### config.mk
export PLATFORM = sky130hd
export DESIGN_NAME = sparse_polynomial_store_unit
export DESIGN_NICKNAME = d
export VERILOG_FILES = /design/src/rtl/spsu_pkg.sv /design/src/rtl/spsu_ram.sv /design/src/rtl/spsu_qmul.sv /design/src/rtl/sparse_polynomial_store_unit.sv
export SDC_FILE = /design/constraint.sdc
export NUM_CORES = 2
export LEC_CHECK = 0
export BUFFER_PORTS_ARGS = -buffer_cell sky130_fd_sc_hd__buf_4
export CORE_MARGIN = 3
export CORE_UTILIZATION = 65
export DETAILED_ROUTE_END_ITERATION = 10
export GPL_TIMING_DRIVEN = 0
export HOLD_SLACK_MARGIN = 0.08
export PLACE_DENSITY = 0.82
export SYNTH_ARGS = -nofsm -noshare
export SYNTH_HDL_FRONTEND = slang
export SYNTH_HIERARCHICAL = 1
export SYNTH_SLANG_ARGS = --single-unit
### constraint.sdc
create_clock -name clk -period 11.4 [get_ports clk]
set_clock_uncertainty 0.1 [all_clocks]
set_input_delay 1.71 -clock clk [delete_from_list [all_inputs] [get_ports clk]]
set_output_delay 1.71 -clock clk [all_outputs]
set_load 0.01 [all_outputs]
### src/rtl/spsu_pkg.sv
// Shared types, codes and helpers for the sparse polynomial store unit.
// No dependencies; spsu_qmul and the top-level file use these by scoped name.
`default_nettype none
package spsu_pkg;

	localparam int MAX_TERMS_DEF = 16;
	localparam int COEF_W        = 32;
	localparam int EXP_W         = 5;
	localparam int EXP_IN_W      = 6;
	localparam int ENTRY_W       = COEF_W + EXP_W;
	localparam int CNT_OUT_W     = 5;

	localparam logic signed [COEF_W-1:0] Q_ONE   = 32'sh0001_0000;
	localparam logic signed [COEF_W-1:0] Q_MAX   = 32'sh7FFF_FFFF;
	localparam logic signed [COEF_W-1:0] Q_MIN   = 32'sh8000_0000;
	localparam logic signed [COEF_W-1:0] Q_ZERO  = 32'sh0000_0000;

	localparam logic CMD_INSERT = 1'b0;
	localparam logic CMD_EVAL   = 1'b1;

	typedef enum logic [2:0] {
		ST_OK      = 3'd0,
		ST_REMOVED = 3'd1,
		ST_FULL    = 3'd2,
		ST_BADEXP  = 3'd3,
		ST_SAT     = 3'd4
	} status_t;

	typedef enum logic [3:0] {
		S_IDLE,
		S_SC_RD,
		S_SC_CHK,
		S_INS,
		S_SH_RD,
		S_SH_WR,
		S_RM_RD,
		S_RM_WR,
		S_EV_RD,
		S_EV_PW,
		S_EV_PWW,
		S_EV_TW
	} state_t;

	// Result beat of the shared fixed-point multiplier.
	typedef struct packed {
		logic                     valid;
		logic                     sat;
		logic signed [COEF_W-1:0] value;
	} mul_res_t;

	typedef struct packed {
		logic                     sat;
		logic signed [COEF_W-1:0] value;
	} add_res_t;

	// Saturating Q16.16 add.
	function automatic add_res_t sat_add(input logic signed [COEF_W-1:0] a,
		input logic signed [COEF_W-1:0] b);
		logic signed [COEF_W:0] s;
		add_res_t r;
		s = {a[COEF_W-1], a} + {b[COEF_W-1], b};
		r.sat = s[COEF_W] != s[COEF_W-1];
		if (r.sat) begin
			r.value = s[COEF_W] ? Q_MIN : Q_MAX;
		end else begin
			r.value = s[COEF_W-1:0];
		end
		return r;
	endfunction

endpackage
`default_nettype wire

### src/rtl/spsu_ram.sv
// Generic single-write, single-read RAM with registered read data.
// No dependencies.
`default_nettype none
module spsu_ram #(
	parameter int WIDTH = 8,
	parameter int DEPTH = 16
) (
	input  wire logic                     clk,
	input  wire logic                     we,
	input  wire logic [$clog2(DEPTH)-1:0] waddr,
	input  wire logic [WIDTH-1:0]         wdata,
	input  wire logic [$clog2(DEPTH)-1:0] raddr,
	output logic      [WIDTH-1:0]         rdata
);

	logic [WIDTH-1:0] mem_q [DEPTH];

	always_ff @(posedge clk) begin
		if (we) begin
			mem_q[waddr] <= wdata;
		end
		rdata <= mem_q[raddr];
	end

endmodule
`default_nettype wire

### src/rtl/spsu_qmul.sv
// Shared Q16.16 multiplier: product stage, then round-half-up and saturate stage.
// Depends on spsu_pkg.
`default_nettype none
module spsu_qmul (
	input  wire logic                             clk,
	input  wire logic                             arst_n,
	input  wire logic                             go,
	input  wire logic signed [spsu_pkg::COEF_W-1:0] a,
	input  wire logic signed [spsu_pkg::COEF_W-1:0] b,
	output spsu_pkg::mul_res_t                    res
);

	logic signed [2*spsu_pkg::COEF_W-1:0] prod;
	logic signed [2*spsu_pkg::COEF_W-1:0] prod_s1;
	logic signed [2*spsu_pkg::COEF_W-1:0] rnd;
	logic signed [2*spsu_pkg::COEF_W-1:0] shf;
	logic                                 valid_s1;
	logic                                 valid_s2;
	logic                                 ovf;
	logic signed [spsu_pkg::COEF_W-1:0]   val_d;
	logic                                 sat_s2;
	logic signed [spsu_pkg::COEF_W-1:0]   val_s2;

	assign prod = a * b;

	// Arithmetic shift is floor division, so +0.5 then shift rounds half up.
	assign rnd = prod_s1 + 64'sh8000;
	assign shf = rnd >>> 16;
	assign ovf = !((&shf[63:31]) || !(|shf[63:31]));

	always_comb begin
		if (ovf) begin
			val_d = shf[63] ? spsu_pkg::Q_MIN : spsu_pkg::Q_MAX;
		end else begin
			val_d = shf[spsu_pkg::COEF_W-1:0];
		end
	end

	always_ff @(posedge clk or negedge arst_n) begin
		if (!arst_n) begin
			valid_s1 <= 1'b0;
			valid_s2 <= 1'b0;
		end else begin
			valid_s1 <= go;
			valid_s2 <= valid_s1;
		end
	end

	always_ff @(posedge clk) begin
		prod_s1 <= prod;
		sat_s2  <= ovf;
		val_s2  <= val_d;
	end

	assign res.valid = valid_s2;
	assign res.sat   = sat_s2;
	assign res.value = val_s2;

endmodule
`default_nettype wire

### src/rtl/sparse_polynomial_store_unit.sv
// Sparse polynomial store: sequencer, term RAM and shared multiplier.
// Depends on spsu_pkg, spsu_ram, spsu_qmul.
//
// Holds up to MAX_TERMS nonzero terms sorted by ascending exponent and takes
// one command beat when start is high and busy is low. Every command yields
// exactly one result beat: done is high for one cycle with value_out,
// term_count_out and status_out valid, and the result must be captured then
// since it cannot be held off. Terms sit in one RAM with a registered read,
// so every scan or shift step takes a read state, then a check or write state.
// An insert finishes from idle, without going busy, for a zero coefficient
// or a negative exponent; otherwise it scans up to the term's place, then
// updates the term there, removes it by moving later terms down, opens a
// new term by moving terms up, or refuses a new term when full. An evaluate
// walks the terms once and extends x^e incrementally through the two-stage
// multiplier.
// No clearing pass is needed after reset.
`default_nettype none
module sparse_polynomial_store_unit #(
	parameter int MAX_TERMS = spsu_pkg::MAX_TERMS_DEF
) (
	input  wire logic                                  clk,
	input  wire logic                                  arst_n,
	input  wire logic                                  start,
	input  wire logic                                  cmd,
	input  wire logic signed [spsu_pkg::COEF_W-1:0]    coef_in,
	input  wire logic signed [spsu_pkg::EXP_IN_W-1:0]  exp_in,
	input  wire logic signed [spsu_pkg::COEF_W-1:0]    x_in,
	output logic                                       busy,
	output logic                                       done,
	output logic signed [spsu_pkg::COEF_W-1:0]         value_out,
	output logic        [spsu_pkg::CNT_OUT_W-1:0]      term_count_out,
	output logic        [2:0]                          status_out
);

	localparam int CW = $clog2(MAX_TERMS + 1);
	localparam int AW = $clog2(MAX_TERMS);
	localparam int EW = spsu_pkg::EXP_W;

	spsu_pkg::state_t state_q, state_d;

	logic [CW-1:0] count_q, count_d;
	logic [CW-1:0] idx_q, idx_d;
	logic [CW-1:0] pos_q, pos_d;
	logic [CW-1:0] idx_m1, idx_p1;

	logic signed [spsu_pkg::COEF_W-1:0] coef_q, x_q;
	logic        [EW-1:0]               exp_q;
	logic signed [spsu_pkg::COEF_W-1:0] acc_q, acc_d;
	logic signed [spsu_pkg::COEF_W-1:0] pw_q, pw_d;
	logic        [EW-1:0]               pe_q, pe_d;
	logic                               sat_q, sat_d;

	logic                               we;
	logic [AW-1:0]                      waddr, raddr;
	logic [spsu_pkg::ENTRY_W-1:0]       wdata, rdata;
	logic        [EW-1:0]               rd_exp;
	logic signed [spsu_pkg::COEF_W-1:0] rd_coef;

	logic                               mul_go;
	logic signed [spsu_pkg::COEF_W-1:0] mul_a, mul_b;
	spsu_pkg::mul_res_t                 mul_res;

	spsu_pkg::add_res_t                 sum, accsum;

	logic                               fin;
	logic signed [spsu_pkg::COEF_W-1:0] fin_value;
	spsu_pkg::status_t                  fin_status;

	logic                               done_q;
	logic signed [spsu_pkg::COEF_W-1:0] value_q;
	logic [spsu_pkg::CNT_OUT_W-1:0]     tc_q;
	logic [2:0]                         status_q;

	logic                               accept;

	spsu_ram #(
		.WIDTH(spsu_pkg::ENTRY_W),
		.DEPTH(MAX_TERMS)
	) u_terms (
		.clk  (clk),
		.we   (we),
		.waddr(waddr),
		.wdata(wdata),
		.raddr(raddr),
		.rdata(rdata)
	);

	spsu_qmul u_qmul (
		.clk   (clk),
		.arst_n(arst_n),
		.go    (mul_go),
		.a     (mul_a),
		.b     (mul_b),
		.res   (mul_res)
	);

	assign accept  = start && !busy;
	assign busy    = state_q != spsu_pkg::S_IDLE;
	assign idx_m1  = idx_q - 1'b1;
	assign idx_p1  = idx_q + 1'b1;
	assign rd_exp  = rdata[spsu_pkg::ENTRY_W-1:spsu_pkg::COEF_W];
	assign rd_coef = rdata[spsu_pkg::COEF_W-1:0];
	assign sum     = spsu_pkg::sat_add(rd_coef, coef_q);
	assign accsum  = spsu_pkg::sat_add(acc_q, mul_res.value);

	always_comb begin
		state_d    = state_q;
		count_d    = count_q;
		idx_d      = idx_q;
		pos_d      = pos_q;
		acc_d      = acc_q;
		pw_d       = pw_q;
		pe_d       = pe_q;
		sat_d      = sat_q;
		we         = 1'b0;
		waddr      = idx_q[AW-1:0];
		wdata      = {exp_q, coef_q};
		raddr      = idx_q[AW-1:0];
		mul_go     = 1'b0;
		mul_a      = pw_q;
		mul_b      = x_q;
		fin        = 1'b0;
		fin_value  = spsu_pkg::Q_ZERO;
		fin_status = spsu_pkg::ST_OK;

		unique case (state_q)
			spsu_pkg::S_IDLE: begin
				idx_d = '0;
				if (accept) begin
					if (cmd == spsu_pkg::CMD_EVAL) begin
						acc_d   = spsu_pkg::Q_ZERO;
						pw_d    = spsu_pkg::Q_ONE;
						pe_d    = '0;
						sat_d   = 1'b0;
						state_d = spsu_pkg::S_EV_RD;
					end else if (coef_in == spsu_pkg::Q_ZERO) begin
						fin = 1'b1;
					end else if (exp_in[spsu_pkg::EXP_IN_W-1]) begin
						fin        = 1'b1;
						fin_status = spsu_pkg::ST_BADEXP;
					end else begin
						state_d = spsu_pkg::S_SC_RD;
					end
				end
			end
			spsu_pkg::S_SC_RD: begin
				if (idx_q == count_q) begin
					pos_d   = idx_q;
					state_d = spsu_pkg::S_INS;
				end else begin
					state_d = spsu_pkg::S_SC_CHK;
				end
			end
			spsu_pkg::S_SC_CHK: begin
				if (rd_exp < exp_q) begin
					idx_d   = idx_p1;
					state_d = spsu_pkg::S_SC_RD;
				end else if (rd_exp == exp_q) begin
					if (sum.value == spsu_pkg::Q_ZERO) begin
						state_d = spsu_pkg::S_RM_RD;
					end else begin
						we         = 1'b1;
						wdata      = {exp_q, sum.value};
						fin        = 1'b1;
						fin_status = sum.sat ? spsu_pkg::ST_SAT : spsu_pkg::ST_OK;
						state_d    = spsu_pkg::S_IDLE;
					end
				end else begin
					pos_d   = idx_q;
					state_d = spsu_pkg::S_INS;
				end
			end
			spsu_pkg::S_INS: begin
				if (count_q == CW'(MAX_TERMS)) begin
					fin        = 1'b1;
					fin_status = spsu_pkg::ST_FULL;
					state_d    = spsu_pkg::S_IDLE;
				end else begin
					idx_d   = count_q;
					state_d = spsu_pkg::S_SH_RD;
				end
			end
			spsu_pkg::S_SH_RD: begin
				// Open a hole at pos by moving entries up, top first.
				if (idx_q == pos_q) begin
					we      = 1'b1;
					count_d = count_q + 1'b1;
					fin     = 1'b1;
					state_d = spsu_pkg::S_IDLE;
				end else begin
					raddr   = idx_m1[AW-1:0];
					state_d = spsu_pkg::S_SH_WR;
				end
			end
			spsu_pkg::S_SH_WR: begin
				we      = 1'b1;
				wdata   = rdata;
				idx_d   = idx_m1;
				state_d = spsu_pkg::S_SH_RD;
			end
			spsu_pkg::S_RM_RD: begin
				// Close the gap by moving entries down, bottom first.
				if (idx_p1 == count_q) begin
					count_d    = count_q - 1'b1;
					fin        = 1'b1;
					fin_status = spsu_pkg::ST_REMOVED;
					state_d    = spsu_pkg::S_IDLE;
				end else begin
					raddr   = idx_p1[AW-1:0];
					state_d = spsu_pkg::S_RM_WR;
				end
			end
			spsu_pkg::S_RM_WR: begin
				we      = 1'b1;
				wdata   = rdata;
				idx_d   = idx_p1;
				state_d = spsu_pkg::S_RM_RD;
			end
			spsu_pkg::S_EV_RD: begin
				if (idx_q == count_q) begin
					fin        = 1'b1;
					fin_value  = acc_q;
					fin_status = sat_q ? spsu_pkg::ST_SAT : spsu_pkg::ST_OK;
					state_d    = spsu_pkg::S_IDLE;
				end else begin
					state_d = spsu_pkg::S_EV_PW;
				end
			end
			spsu_pkg::S_EV_PW: begin
				// Exponents ascend, so x^e carries over from the previous term.
				mul_go = 1'b1;
				if (pe_q == rd_exp) begin
					mul_a   = rd_coef;
					mul_b   = pw_q;
					state_d = spsu_pkg::S_EV_TW;
				end else begin
					state_d = spsu_pkg::S_EV_PWW;
				end
			end
			spsu_pkg::S_EV_PWW: begin
				if (mul_res.valid) begin
					pw_d    = mul_res.value;
					pe_d    = pe_q + 1'b1;
					sat_d   = sat_q || mul_res.sat;
					state_d = spsu_pkg::S_EV_PW;
				end
			end
			spsu_pkg::S_EV_TW: begin
				if (mul_res.valid) begin
					acc_d   = accsum.value;
					sat_d   = sat_q || mul_res.sat || accsum.sat;
					idx_d   = idx_p1;
					state_d = spsu_pkg::S_EV_RD;
				end
			end
			default: begin
				state_d = spsu_pkg::S_IDLE;
			end
		endcase
	end

	always_ff @(posedge clk or negedge arst_n) begin
		if (!arst_n) begin
			state_q <= spsu_pkg::S_IDLE;
			count_q <= '0;
			idx_q   <= '0;
			pos_q   <= '0;
			done_q  <= 1'b0;
		end else begin
			state_q <= state_d;
			count_q <= count_d;
			idx_q   <= idx_d;
			pos_q   <= pos_d;
			done_q  <= fin;
		end
	end

	always_ff @(posedge clk) begin
		if (accept) begin
			coef_q <= coef_in;
			exp_q  <= exp_in[EW-1:0];
			x_q    <= x_in;
		end
		acc_q <= acc_d;
		pw_q  <= pw_d;
		pe_q  <= pe_d;
		sat_q <= sat_d;
		if (fin) begin
			value_q  <= fin_value;
			tc_q     <= spsu_pkg::CNT_OUT_W'(count_d);
			status_q <= fin_status;
		end
	end

	assign done           = done_q;
	assign value_out      = value_q;
	assign term_count_out = tc_q;
	assign status_out     = status_q;

`ifndef SYNTH
	a_done_follows_work: assert property (@(posedge clk) disable iff (!arst_n)
		done |-> ($past(busy) || $past(accept)))
		else $error("result beat without a command in flight");

	a_count_bound: assert property (@(posedge clk) disable iff (!arst_n)
		count_q <= CW'(MAX_TERMS))
		else $error("term count above capacity");

	a_accept_progress: assert property (@(posedge clk) disable iff (!arst_n)
		accept |=> (busy || done))
		else $error("accepted command neither running nor finished");

	a_full_only_when_full: assert property (@(posedge clk) disable iff (!arst_n)
		(done && status_out == spsu_pkg::ST_FULL) |-> (count_q == CW'(MAX_TERMS)))
		else $error("full status with free entries");
`endif

endmodule
`default_nettype wire
==> results_dict.tcl <==
set metrics [dict create \
    slew_viol_final 0 \
    syn_area_um2 75460 \
    antenna_left 0 \
    synth.top_cells.by_count "fa_1 (1,083), inv_1 (1,037), edfxtp_1 (771), nand2_1 (695), and2_1 (594)" \
    drt_iter0_drc 7158 \
    r2r-start "state_q[1]" \
    grt_util_all_layers_pct 44.48 \
    ios 116 \
    crit_required_ns 11.85 \
    synth.distinct_cells 108 \
    synthCells 6456 \
    critPathKind "flop to flop" \
    via_per_inst 6.549 \
    finalCritPeriodShare_pct 99.09 \
    layout-drive-gt1-share_pct 11.31 \
    start_util_pct 65.73 \
    gr-max-usage-layer "met2" \
    dp_hpwl_um 200400 \
    critPathArrivalTime_ns 11.75 \
    fin_cells 8307 \
    dp_cells 8124 \
    grt_pass1_wl_um 381500 \
    critPathTopFamily "adder cells" \
    vias 54410 \
    hold_viol_final 0 \
    yosys.area.top_type "edfxtp_1" \
    start_kind "flop" \
    area_growth_syn_to_layout_pct 8.670 \
    cts_buffers 81 \
    htree_levels 3 \
    drc 0 \
    clock_latency_ns 0.67 \
    max_slew_margin_pct 0.1757 \
    setup_viol 0 \
    first_pass_iters 7 \
    ys.flop_type "edfxtp_1" \
    hp-start "u_qmul/valid_s1" \
    synth_edf_count 771 \
    die_w_um 346.7 \
    cp-end-kind "flop" \
    synth_warnings 6 \
    antenna_found_initial 24 \
    syn-num-nets 7868 \
    gp_congestion 1.042 \
    min_period_ns 11.30 \
    startpoint "state_q[1]" \
    grt_overflow 0 \
    met3_usage_pct 15.00 \
    cts_sinks 912 \
    grt_pass1_vias 55520 \
    max_stage_delay_ns 0.78 \
    fmax_ghz 0.08852 \
    ctsHoldBuffers 0 \
    critPathBufInv 10 \
    tns_ns 0 \
    fin_ws_ns 0.1035 \
    synth_async_sr_flop_share_pct 2.412 \
    place_ws_ns -1.125 \
    cts.root.buffer_cell "clkbuf_16" \
    clk_pin_slew_worst_paths_ns 0.07 \
    detail_route.wirelength_um 262600 \
    grt_max_degree 57 \
    clockBufferDepth 3 \
    port_buffers 115 \
    tightest_slew_ns 1.492 \
    yosys-top-cells-area "edfxtp_1 (31%), fa_1 (29%), inv_1 (5.2%), and2_1 (4.9%), mux4_2 (4.4%)" \
    synth_top_area_share_pct 30.68 \
    violations "capacitance limit" \
    n_fill_cell 7930 \
    avgSynthCellArea_um2 11.69 \
    met1_usage_pct 62.41 \
    core_um2 114800 \
    cp_max_fo 10 \
    hold_path.class "flop to flop" \
    cts_tree "done" \
    ys_ff_latch 912 \
    yosysMostFrequentCell "fa_1" \
    rows 124 \
    fin_nets 8118 \
    grt_util_met2_pct 62.59 \
    ys_seq_area_share_pct 34.57 \
    die_area_um2 120200 \
    cap_violations 1 \
    path_common_cell "fa_1" \
    die_h_um 346.7 \
    crit_slowest_cell "clkbuf_1" \
    wl_per_cell_um 31.61 \
    status "finished, violations left" \
]
==> logic make-up after synthesis <==
logic type / Yosys count / synth area share (%)
flops: 912 / 34.57
simple gates: 1750 / 11.69
fa+ha+maj: 1343 / 33.02
mux: 224 / 5.543
buf+inv: 1365 / 7.020
xor+xnor: 184 / 2.136
compound gates: 678 / 6.015
==> worst register-to-register path, delay by kind of cell (launching register included) <==
| kind | cells | cell delay (ns) |
|---|---|---|
| AO/OA/AOI/OAI | 4 | 1.22 |
| adder cells (fa/ha/maj) | 9 | 4.40 |
| flip-flops | 1 | 0.36 |
| XOR/XNOR | 1 | 0.17 |
| AND/OR/NAND/NOR | 10 | 2.24 |
| buffers and inverters | 10 | 2.34 |
| multiplexers | 1 | 0.36 |
==> routing by layer <==
layer | part of all wire, % | routed length (um) | vias up
li1 | - | - | 21570
met1 | 37 | 96560 | 27540
met2 | 42 | 110100 | 4417
met3 | 15 | 38990 | 867
met4 | 6.4 | 16830 | 6
met5 | 0.050 | 130 | -
==> registers in the layout (all words and copies together), names as in the netlist <==
register,flops
u_terms/rdata,37
acc_q,32
u_qmul/val_s2,32
value_out,32
u_qmul/valid_s2,1
done,1
u_qmul/prod_s1,49
status_out,3
sat_q,1
u_terms/mem_q,592
exp_q,5
pw_q,32
u_qmul/sat_s2,1
count_q,5
u_qmul/valid_s1,1
pe_q,5
term_count_out,5
coef_q,32
idx_q,5
x_q,32
pos_q,5
state_q,4
==> placed cells by master (no fill, tap or decap), types with 17 or more instances in the layout <==
master	count
xor2_1	84
nand4_1	31
a21oi_1	147
nor3_1	36
clkbuf_2	91
dfxtp_1	119
o21ai_1	35
and2_1	594
clkbuf_1	193
buf_6	29
clkbuf_16	83
o21ai_2	26
nand2b_1	28
xnor2_1	100
o211ai_1	17
nand2_1	694
o21ai_0	119
buf_4	143
o21a_1	19
ha_1	255
mux4_2	148
dfrtp_1	22
buf_1	18
mux2_2	69
nor2_1	152
buf_2	20
inv_1	1035
nor4_1	18
and3_1	23
nand3_1	67
fa_1	1080
a22oi_1	88
diode_2	20
nor2b_1	19
a21o_1	63
edfxtp_1	771
==> worst paths after layout <==
check	end	slack, ns	cells after the start
hold reg to reg	u_qmul/valid_s2	0.24	0
setup / recovery	u_qmul/prod_s1[49]	0.10	35
hold / removal	u_qmul/valid_s2	0.24	0
max in group asynchronous	idx_q[3]	10.06	1
setup reg to reg	u_qmul/prod_s1[49]	0.10	35
min in group asynchronous	pos_q[3]	0.86	1
==> per-stage QoR <==
stage          utilization (%)  area (um2)  hold slack, ns
2_1_floorplan                -       75460          0.2312
3_3_place_gp             68.13       78220          0.2320
3_5_place_dp             68.76       78940          0.2378
4_1_cts                  71.20       81740          0.2480
5_1_grt                  71.39       81960          0.2660
6_report                 71.43       82000          0.2432
==> timing repair <==
item,CTS,global route
pin swaps,0,1
resized for setup,51,154
endpoints found under the setup margin,27,27
setup buffers,0,9
hold endpoints to repair,0,0
==> area by class of cell <==
| class | instances | area [um2] | area share, % |
|---|---|---|---|
| multi-input combinational | 4179 | 44290 | 54.01 |
| timing repair buffer | 167 | 1540 | 1.878 |
| buffer | 327 | 1531 | 1.868 |
| antenna | 20 | 50.05 | 0.06103 |
| inverter | 1038 | 3904 | 4.760 |
| clock buffer | 119 | 2362 | 2.881 |
| tap | 1512 | 1892 | 2.307 |
| sequential | 912 | 26090 | 31.81 |
| clock inverter | 33 | 351.6 | 0.4287 |
Power is left out: the tool's default activity adds up to more than one toggle a clock period on the data nets, which glitch-free logic cannot reach.
